## config.mk

```make
export PLATFORM = sky130hd
export DESIGN_NAME = urbe_back
export DESIGN_NICKNAME = d
export VERILOG_FILES = /design/src/rtl/core/urbe_pkg.sv /design/src/rtl/core/urbe_back.sv
export SDC_FILE = /design/constraint.sdc
export NUM_CORES = 2
export LEC_CHECK = 0
export BUFFER_PORTS_ARGS = -buffer_cell sky130_fd_sc_hd__buf_2
export CORE_UTILIZATION = 55
export DETAILED_ROUTE_END_ITERATION = 7
export GPL_TIMING_DRIVEN = 0
export PLACE_DENSITY = 0.72
export SKIP_LAST_GASP = 1
export SYNTH_ARGS = -nofsm -noshare
export SYNTH_HDL_FRONTEND = slang
export SYNTH_SLANG_ARGS = --single-unit
```

## constraint.sdc

```tcl
create_clock -name clock -period 22.2 [get_ports clock]
set_input_delay 2.22 -clock clock [delete_from_list [all_inputs] [get_ports clock]]
set_output_delay 2.22 -clock clock [all_outputs]
set_load 0.01 [all_outputs]
```

## src/rtl/core/urbe_pkg.sv

```systemverilog
// ----------------------------------------------------------------------------
// urbe_pkg
// Shared types and codes for the UART ring buffer engine.
// ----------------------------------------------------------------------------
package urbe_pkg;

   // Item kinds as they arrive on the request channel
   localparam logic [1:0] KIND_WRITE = 2'd0;
   localparam logic [1:0] KIND_READ  = 2'd1;
   localparam logic [1:0] KIND_EVENT = 2'd2;

   // Positions of the error flags and their counters
   localparam int ERR_OVERRUN = 0;
   localparam int ERR_FRAMING = 1;
   localparam int ERR_NOISE   = 2;
   localparam int ERR_PARITY  = 3;
   localparam int NUM_ERR     = 4;

   localparam int CNT_W = 16;

   typedef enum logic [1:0] {
      OP_WRITE = 2'd0,
      OP_READ  = 2'd1,
      OP_EVENT = 2'd2,
      OP_NOP   = 2'd3
   } op_type;

   // Classified command handed from the front queue to the back end
   typedef struct packed {
      op_type             op;
      logic [7:0]         data;
      logic [NUM_ERR-1:0] err;
      logic               rx_ready;
      logic               tx_empty;
   } cmd_type;

   typedef enum logic [1:0] {
      ST_IDLE = 2'b01,
      ST_EXEC = 2'b10
   } back_state_type;

endpackage

```

## src/rtl/core/urbe_back.sv

```systemverilog
// ----------------------------------------------------------------------------
// urbe_back
// Executes commands against the two rings and the counters, holds the result.
// ----------------------------------------------------------------------------
module urbe_back #(
   parameter int RING_DEPTH = 256
) (
   input  logic                       clock,
   input  logic                       reset,
   input  logic                       cmd_valid,
   output logic                       cmd_ready,
   input  urbe_pkg::cmd_type          cmd,
   output logic                       rsp_valid,
   input  logic                       rsp_ready,
   output logic                       rsp_write_accepted,
   output logic                       rsp_read_valid,
   output logic [7:0]                 rsp_read_byte,
   output logic                       rsp_send_valid,
   output logic [7:0]                 rsp_send_byte,
   output logic                       rsp_tx_irq_enabled,
   output logic [urbe_pkg::CNT_W-1:0] rsp_rx_drops,
   output logic [urbe_pkg::CNT_W-1:0] rsp_tx_drops,
   output logic [urbe_pkg::CNT_W-1:0] rsp_overrun_errors,
   output logic [urbe_pkg::CNT_W-1:0] rsp_framing_errors,
   output logic [urbe_pkg::CNT_W-1:0] rsp_noise_errors,
   output logic [urbe_pkg::CNT_W-1:0] rsp_parity_errors
);

   localparam int PTR_W = $clog2(RING_DEPTH);
   localparam int CW    = urbe_pkg::CNT_W;

   logic [7:0] tx_mem [RING_DEPTH];
   logic [7:0] rx_mem [RING_DEPTH];

   urbe_pkg::back_state_type state_ff, state_in;
   urbe_pkg::cmd_type        cur_ff;
   logic [7:0]               tx_rd_ff, rx_rd_ff;

   logic [PTR_W-1:0] tx_head_ff, tx_head_in, tx_tail_ff, tx_tail_in;
   logic [PTR_W-1:0] rx_head_ff, rx_head_in, rx_tail_ff, rx_tail_in;
   logic             en_ff, en_in;
   logic [CW-1:0]    rx_drop_ff, rx_drop_in, tx_drop_ff, tx_drop_in;
   logic [CW-1:0]    err_cnt_ff [urbe_pkg::NUM_ERR];
   logic [CW-1:0]    err_cnt_in [urbe_pkg::NUM_ERR];

   logic       rsp_valid_ff, rsp_valid_in;
   logic       wr_ok_ff, wr_ok_in, rd_ok_ff, rd_ok_in, sd_ok_ff, sd_ok_in;
   logic [7:0] rd_byte_ff, rd_byte_in, sd_byte_ff, sd_byte_in;

   logic issue, commit;
   logic tx_we, rx_we;
   logic tx_full, rx_full, any_err;
   logic [CW-1:0] err_sum;

   assign issue     = (state_ff == urbe_pkg::ST_IDLE) && cmd_valid;
   assign cmd_ready = issue;
   assign commit    = (state_ff == urbe_pkg::ST_EXEC) && (!rsp_valid_ff || rsp_ready);

   assign tx_full = ((tx_head_ff + PTR_W'(1)) == tx_tail_ff);
   assign rx_full = ((rx_head_ff + PTR_W'(1)) == rx_tail_ff);
   assign any_err = |cur_ff.err;
   assign err_sum = CW'(cur_ff.err[urbe_pkg::ERR_OVERRUN]) +
                    CW'(cur_ff.err[urbe_pkg::ERR_FRAMING]) +
                    CW'(cur_ff.err[urbe_pkg::ERR_NOISE]) +
                    CW'(cur_ff.err[urbe_pkg::ERR_PARITY]);

   always_comb begin
      state_in     = state_ff;
      tx_head_in   = tx_head_ff;
      tx_tail_in   = tx_tail_ff;
      rx_head_in   = rx_head_ff;
      rx_tail_in   = rx_tail_ff;
      en_in        = en_ff;
      rx_drop_in   = rx_drop_ff;
      tx_drop_in   = tx_drop_ff;
      err_cnt_in   = err_cnt_ff;
      rsp_valid_in = rsp_valid_ff && !rsp_ready;
      wr_ok_in     = 1'b0;
      rd_ok_in     = 1'b0;
      sd_ok_in     = 1'b0;
      rd_byte_in   = 8'd0;
      sd_byte_in   = 8'd0;
      tx_we        = 1'b0;
      rx_we        = 1'b0;

      case (state_ff)
         urbe_pkg::ST_IDLE: begin
            if (issue) begin
               state_in = urbe_pkg::ST_EXEC;
            end
         end
         urbe_pkg::ST_EXEC: begin
            if (commit) begin
               state_in     = urbe_pkg::ST_IDLE;
               rsp_valid_in = 1'b1;
               case (cur_ff.op)
                  urbe_pkg::OP_WRITE: begin
                     if (tx_full) begin
                        tx_drop_in = tx_drop_ff + CW'(1);
                     end else begin
                        tx_we      = 1'b1;
                        tx_head_in = tx_head_ff + PTR_W'(1);
                        en_in      = 1'b1;
                        wr_ok_in   = 1'b1;
                     end
                  end
                  urbe_pkg::OP_READ: begin
                     if (rx_tail_ff != rx_head_ff) begin
                        rd_ok_in   = 1'b1;
                        rd_byte_in = rx_rd_ff;
                        rx_tail_in = rx_tail_ff + PTR_W'(1);
                     end
                  end
                  urbe_pkg::OP_EVENT: begin
                     for (int i = 0; i < urbe_pkg::NUM_ERR; i++) begin
                        err_cnt_in[i] = err_cnt_ff[i] + CW'(cur_ff.err[i]);
                     end
                     if (any_err) begin
                        rx_drop_in = rx_drop_ff + err_sum;
                     end else if (cur_ff.rx_ready) begin
                        if (rx_full) begin
                           rx_drop_in = rx_drop_ff + CW'(1);
                        end else begin
                           rx_we      = 1'b1;
                           rx_head_in = rx_head_ff + PTR_W'(1);
                        end
                     end
                     if (cur_ff.tx_empty && en_ff) begin
                        if (tx_tail_ff != tx_head_ff) begin
                           sd_ok_in   = 1'b1;
                           sd_byte_in = tx_rd_ff;
                           tx_tail_in = tx_tail_ff + PTR_W'(1);
                        end else begin
                           en_in = 1'b0;
                        end
                     end
                  end
                  default: begin
                  end
               endcase
            end
         end
         default: begin
            state_in = urbe_pkg::ST_IDLE;
         end
      endcase
   end

   // Ring storage: write on commit, read the tail entries on issue
   always_ff @(posedge clock) begin
      if (tx_we) begin
         tx_mem[tx_head_ff] <= cur_ff.data;
      end
      if (issue) begin
         tx_rd_ff <= tx_mem[tx_tail_ff];
      end
   end

   always_ff @(posedge clock) begin
      if (rx_we) begin
         rx_mem[rx_head_ff] <= cur_ff.data;
      end
      if (issue) begin
         rx_rd_ff <= rx_mem[rx_tail_ff];
      end
   end

   always_ff @(posedge clock) begin
      if (issue) begin
         cur_ff <= cmd;
      end
      if (commit) begin
         wr_ok_ff   <= wr_ok_in;
         rd_ok_ff   <= rd_ok_in;
         sd_ok_ff   <= sd_ok_in;
         rd_byte_ff <= rd_byte_in;
         sd_byte_ff <= sd_byte_in;
      end
   end

   always_ff @(posedge clock) begin
      if (reset) begin
         state_ff     <= urbe_pkg::ST_IDLE;
         tx_head_ff   <= '0;
         tx_tail_ff   <= '0;
         rx_head_ff   <= '0;
         rx_tail_ff   <= '0;
         en_ff        <= 1'b0;
         rx_drop_ff   <= '0;
         tx_drop_ff   <= '0;
         rsp_valid_ff <= 1'b0;
         for (int i = 0; i < urbe_pkg::NUM_ERR; i++) begin
            err_cnt_ff[i] <= '0;
         end
      end else begin
         state_ff     <= state_in;
         tx_head_ff   <= tx_head_in;
         tx_tail_ff   <= tx_tail_in;
         rx_head_ff   <= rx_head_in;
         rx_tail_ff   <= rx_tail_in;
         en_ff        <= en_in;
         rx_drop_ff   <= rx_drop_in;
         tx_drop_ff   <= tx_drop_in;
         rsp_valid_ff <= rsp_valid_in;
         err_cnt_ff   <= err_cnt_in;
      end
   end

   // Counters and the enable change only on commit, so they hold with the result
   assign rsp_valid          = rsp_valid_ff;
   assign rsp_write_accepted = wr_ok_ff;
   assign rsp_read_valid     = rd_ok_ff;
   assign rsp_read_byte      = rd_byte_ff;
   assign rsp_send_valid     = sd_ok_ff;
   assign rsp_send_byte      = sd_byte_ff;
   assign rsp_tx_irq_enabled = en_ff;
   assign rsp_rx_drops       = rx_drop_ff;
   assign rsp_tx_drops       = tx_drop_ff;
   assign rsp_overrun_errors = err_cnt_ff[urbe_pkg::ERR_OVERRUN];
   assign rsp_framing_errors = err_cnt_ff[urbe_pkg::ERR_FRAMING];
   assign rsp_noise_errors   = err_cnt_ff[urbe_pkg::ERR_NOISE];
   assign rsp_parity_errors  = err_cnt_ff[urbe_pkg::ERR_PARITY];

endmodule
```

==> run metrics <==
core outline area=0.303 mm²; TNS Setup=0 ns; Layout area overhead=14.3%; CTS Sinks=4279; Post-synth EDFFs=4147; Vias/cell=7.31; final instance area=0.191 mm²; proportion of layout cells with a drive suffix above 1=24.7%; H-tree Lvls=5; peak supply drop=0.0793 mV; CTS Buffer Depth=4; final setup violation count=0; Final ANT Viol Nets=0; total track usage=40.7%; CTS Hold Buffers Added=0; failing checks=DRC, capacitance limit, slew limit; Max Transition Viols Final=194; worst slew pin tran=1.74 ns; slowest CP cell=nor2b_1; Post-Syn Area=0.167 mm²; Max Freq=0.140 GHz; Tot Pwr=16.3 mW; port buffer count=136; clock insertion delay at the later pin of the skew report=1.02 ns; CP max stage delay=1.16 ns; post-synth cell types=84; PwrDens=85.0 mW/mm²; status=finished with violations; Worst Min Path Start=rsp_parity_errors[0]; CP arrival=7.76 ns; Post-Syn Instances=8201; area leader, netlist=edfxtp_1; post-cts sizing count=0; Max-Cap Viols=18; Relative slew margins=-15.8%; DRT Pass-1 Iters=8; initial drt markers=19183; IO Pins=138; syn_nets=8245; nets@finish=8979; Crit. End Element=flop; CP Class=reg -> reg; number of global-route vias before repair=91302; std cell rows=202; DRC violations left=9; FFs w/ async S/R, synth=0%; crit-path cells=buf_2, buf_2, nor2b_1, clkbuf_1, clkbuf_2, a22oi_1, a211oi_1, o31ai_1, a22oi_1; grt peak-use layer=met2; CTS tree=done; main area contributors after synthesis=edfxtp_1 (74%), mux4_2 (13%), mux2i_1 (2.2%), dfxtp_1 (1.6%), nor2_1 (1.5%); Buf+Inv Stages, Crit Path=4; Register-to-Register Path Depth=9; end of the worst hold path=rsp_parity_errors[0]; Worst Setup SP=tx_tail_ff[3]; die width=554 µm; unrepaired setup endpoints after global routing=no; CP Launch Type=flop; global route total overflow=0; hold depth=2; CTS clk-pin slew, worst paths=0.06 ns; Crit path required time=22.80 ns; Ys Warns=0; Worst R2R Setup Slack=15.04 ns; M2 GR Usage=59.5%; grt met3 use=13.7%; Post-synth top flop=edfxtp_1; hold crit path type=reg -> reg; Setup Skew=0.0607 ns; routed vias=97229; reg2reg end=tx_rd_ff[7]; Post-DP HPWL=415 mm; crit path time final=7.16 ns; setup repair bufs after CTS=0; Syn Area/Cell=20.4 µm²; Max Fanout on Critical Path=10; CTS buffer count=418; Largest delay share family, worst path=buffers and inverters; CTS Root Cell=clkbuf_16; Routed WL per cell=47.0 µm; RD Place Congestion=1.05; Chip Height=554 µm; Lkg Pwr=59.3 nW; Final Hold Viols=0; worst r2r src=tx_tail_ff[3]; final cycle utilization of the critical path=32.3%; GR Util met1=49.4%; sequential share of the synthesized area=76.0%; DRT Wirelength=626 mm; initial antenna violation count=42; die outline area=0.307 mm²; Placed Area=0.178 mm²; first-pass GRT wire length=819 mm; area fraction of the dominant cell type after synthesis=74.4%; #FFs+latches synth=4279; largest net degree at the start of global routing=37; Initial Utilization=55.3%
## cells by family (layout without fill, tap and decap cells)
logic type                 count (synthesis)  after routing  share of synthesized area (%)
other                                      0             36                              0
AOI/OAI and AO/OA                        645            645                           2.65
adders and majority gates                 24             24                          0.193
xor gates and xnor gates                 117            117                          0.617
and+or+nand+nor                         1244           1244                           3.25
muxes                                   1371           1371                           15.6
buffers and inverters                    521           1603                           1.67
DFF                                     4279           4279                           76.0
## per-layer routing
metal / wire length, µm / part of all wire (%)
met5: 269 / 0.043
met4: 63600 / 10
met3: 89300 / 14
met2: 275000 / 44
met1: 197000 / 31
## how the worst max path moves through the flow
stage / end / slack [ns] / cells after the start
after floorplan: rx_mem[0][0] / 14.61 / 0
after global placement: tx_mem[89][6] / 7.83 / 0
after detailed placement: tx_mem[128][6] / 15.00 / 8
after CTS: tx_rd_ff[5] / 15.85 / 10
after global routing: tx_rd_ff[7] / 15.76 / 9
final: tx_rd_ff[7] / 15.04 / 9
## cell usage in the layout (no fill, tap or decap), types with 132 or more instances in the layout
master / n
buf_2: 286
a21oi_1: 148
mux2i_1: 368
edfxtp_1: 4147
buf_16: 153
clkbuf_1: 211
mux4_2: 996
clkbuf_16: 423
dfxtp_1: 132
nor2_1: 678
nand2_1: 239
## state kept, by name, indices dropped and copies added (netlist names)
register            count
rsp_noise_errors       16
rsp_rx_drops           16
rsp_parity_errors      16
rsp_tx_drops           16
tx_tail_ff              8
rsp_read_byte           8
rsp_read_valid          1
rx_tail_ff              8
rx_head_ff              8
rsp_tx_irq_enabled      1
rx_rd_ff                8
rsp_send_valid          1
rsp_valid               1
state_ff                2
tx_mem               2048
rsp_send_byte           8
rsp_framing_errors     16
tx_head_ff              8
tx_rd_ff                8
rx_mem               2048
rsp_write_accepted      1
rsp_overrun_errors     16
cur_ff                 16
## area by class of cell
cell class / count / area [µm²]
timing repair buffer: 314 / 5270
clock inverter: 271 / 2550
sequential: 4279 / 127000
tap: 3978 / 4980
antenna: 36 / 90.1
fill: 20104 / 111000
inverter: 34 / 128
clock buffer: 497 / 10900
multi-input combinational: 3401 / 37500
buffer: 487 / 2770
## where the power goes
group | internal, mW | switching (mW)
Sequential | 8.87 | 0.00796
Clock | 3.96 | 3.15
Combinational | 0.0947 | 0.180
## worst min-delay path: cells and delay by family (launching register included)
family          cells  cell delay (ns)
simple gates        1             0.06
compound gates      1             0.05
flops               1             0.32
## synth_stat cells, drive strengths merged, types with 8 or more instances
master	number
edfxtp	4147
mux4	996
nor2	690
mux2i	368
buf	292
nand2	239
clkbuf	195
a21oi	148
dfxtp	132
o21ai	108
nand3	80
a221oi	73
a22oi	71
xor2	69
xnor2	48
o22ai	42
and2	39
nand4	38
nor3	34
a211oi	32
inv	32
o221ai	32
a31oi	31
and3	29
ha	21
or3	21
nor2b	20
o211ai	16
nand2b	15
nor4	12
a21o	8
## per-stage QoR
step | worst slack, ns | hold slack (ns) | utilization (%) | cells
floorplan | 14.61 | 0.496 | - | 8201
global placement | 7.83 | 0.481 | 57.2 | 12315
detailed placement | 15.00 | 0.478 | 58.7 | 12490
CTS | 15.85 | 0.484 | 63.1 | 13258
global route | 15.76 | 0.507 | 63.2 | 13264
finish | 15.04 | 0.483 | 63.2 | 13297
No activity file was read; power rests on OpenSTA's default activity.
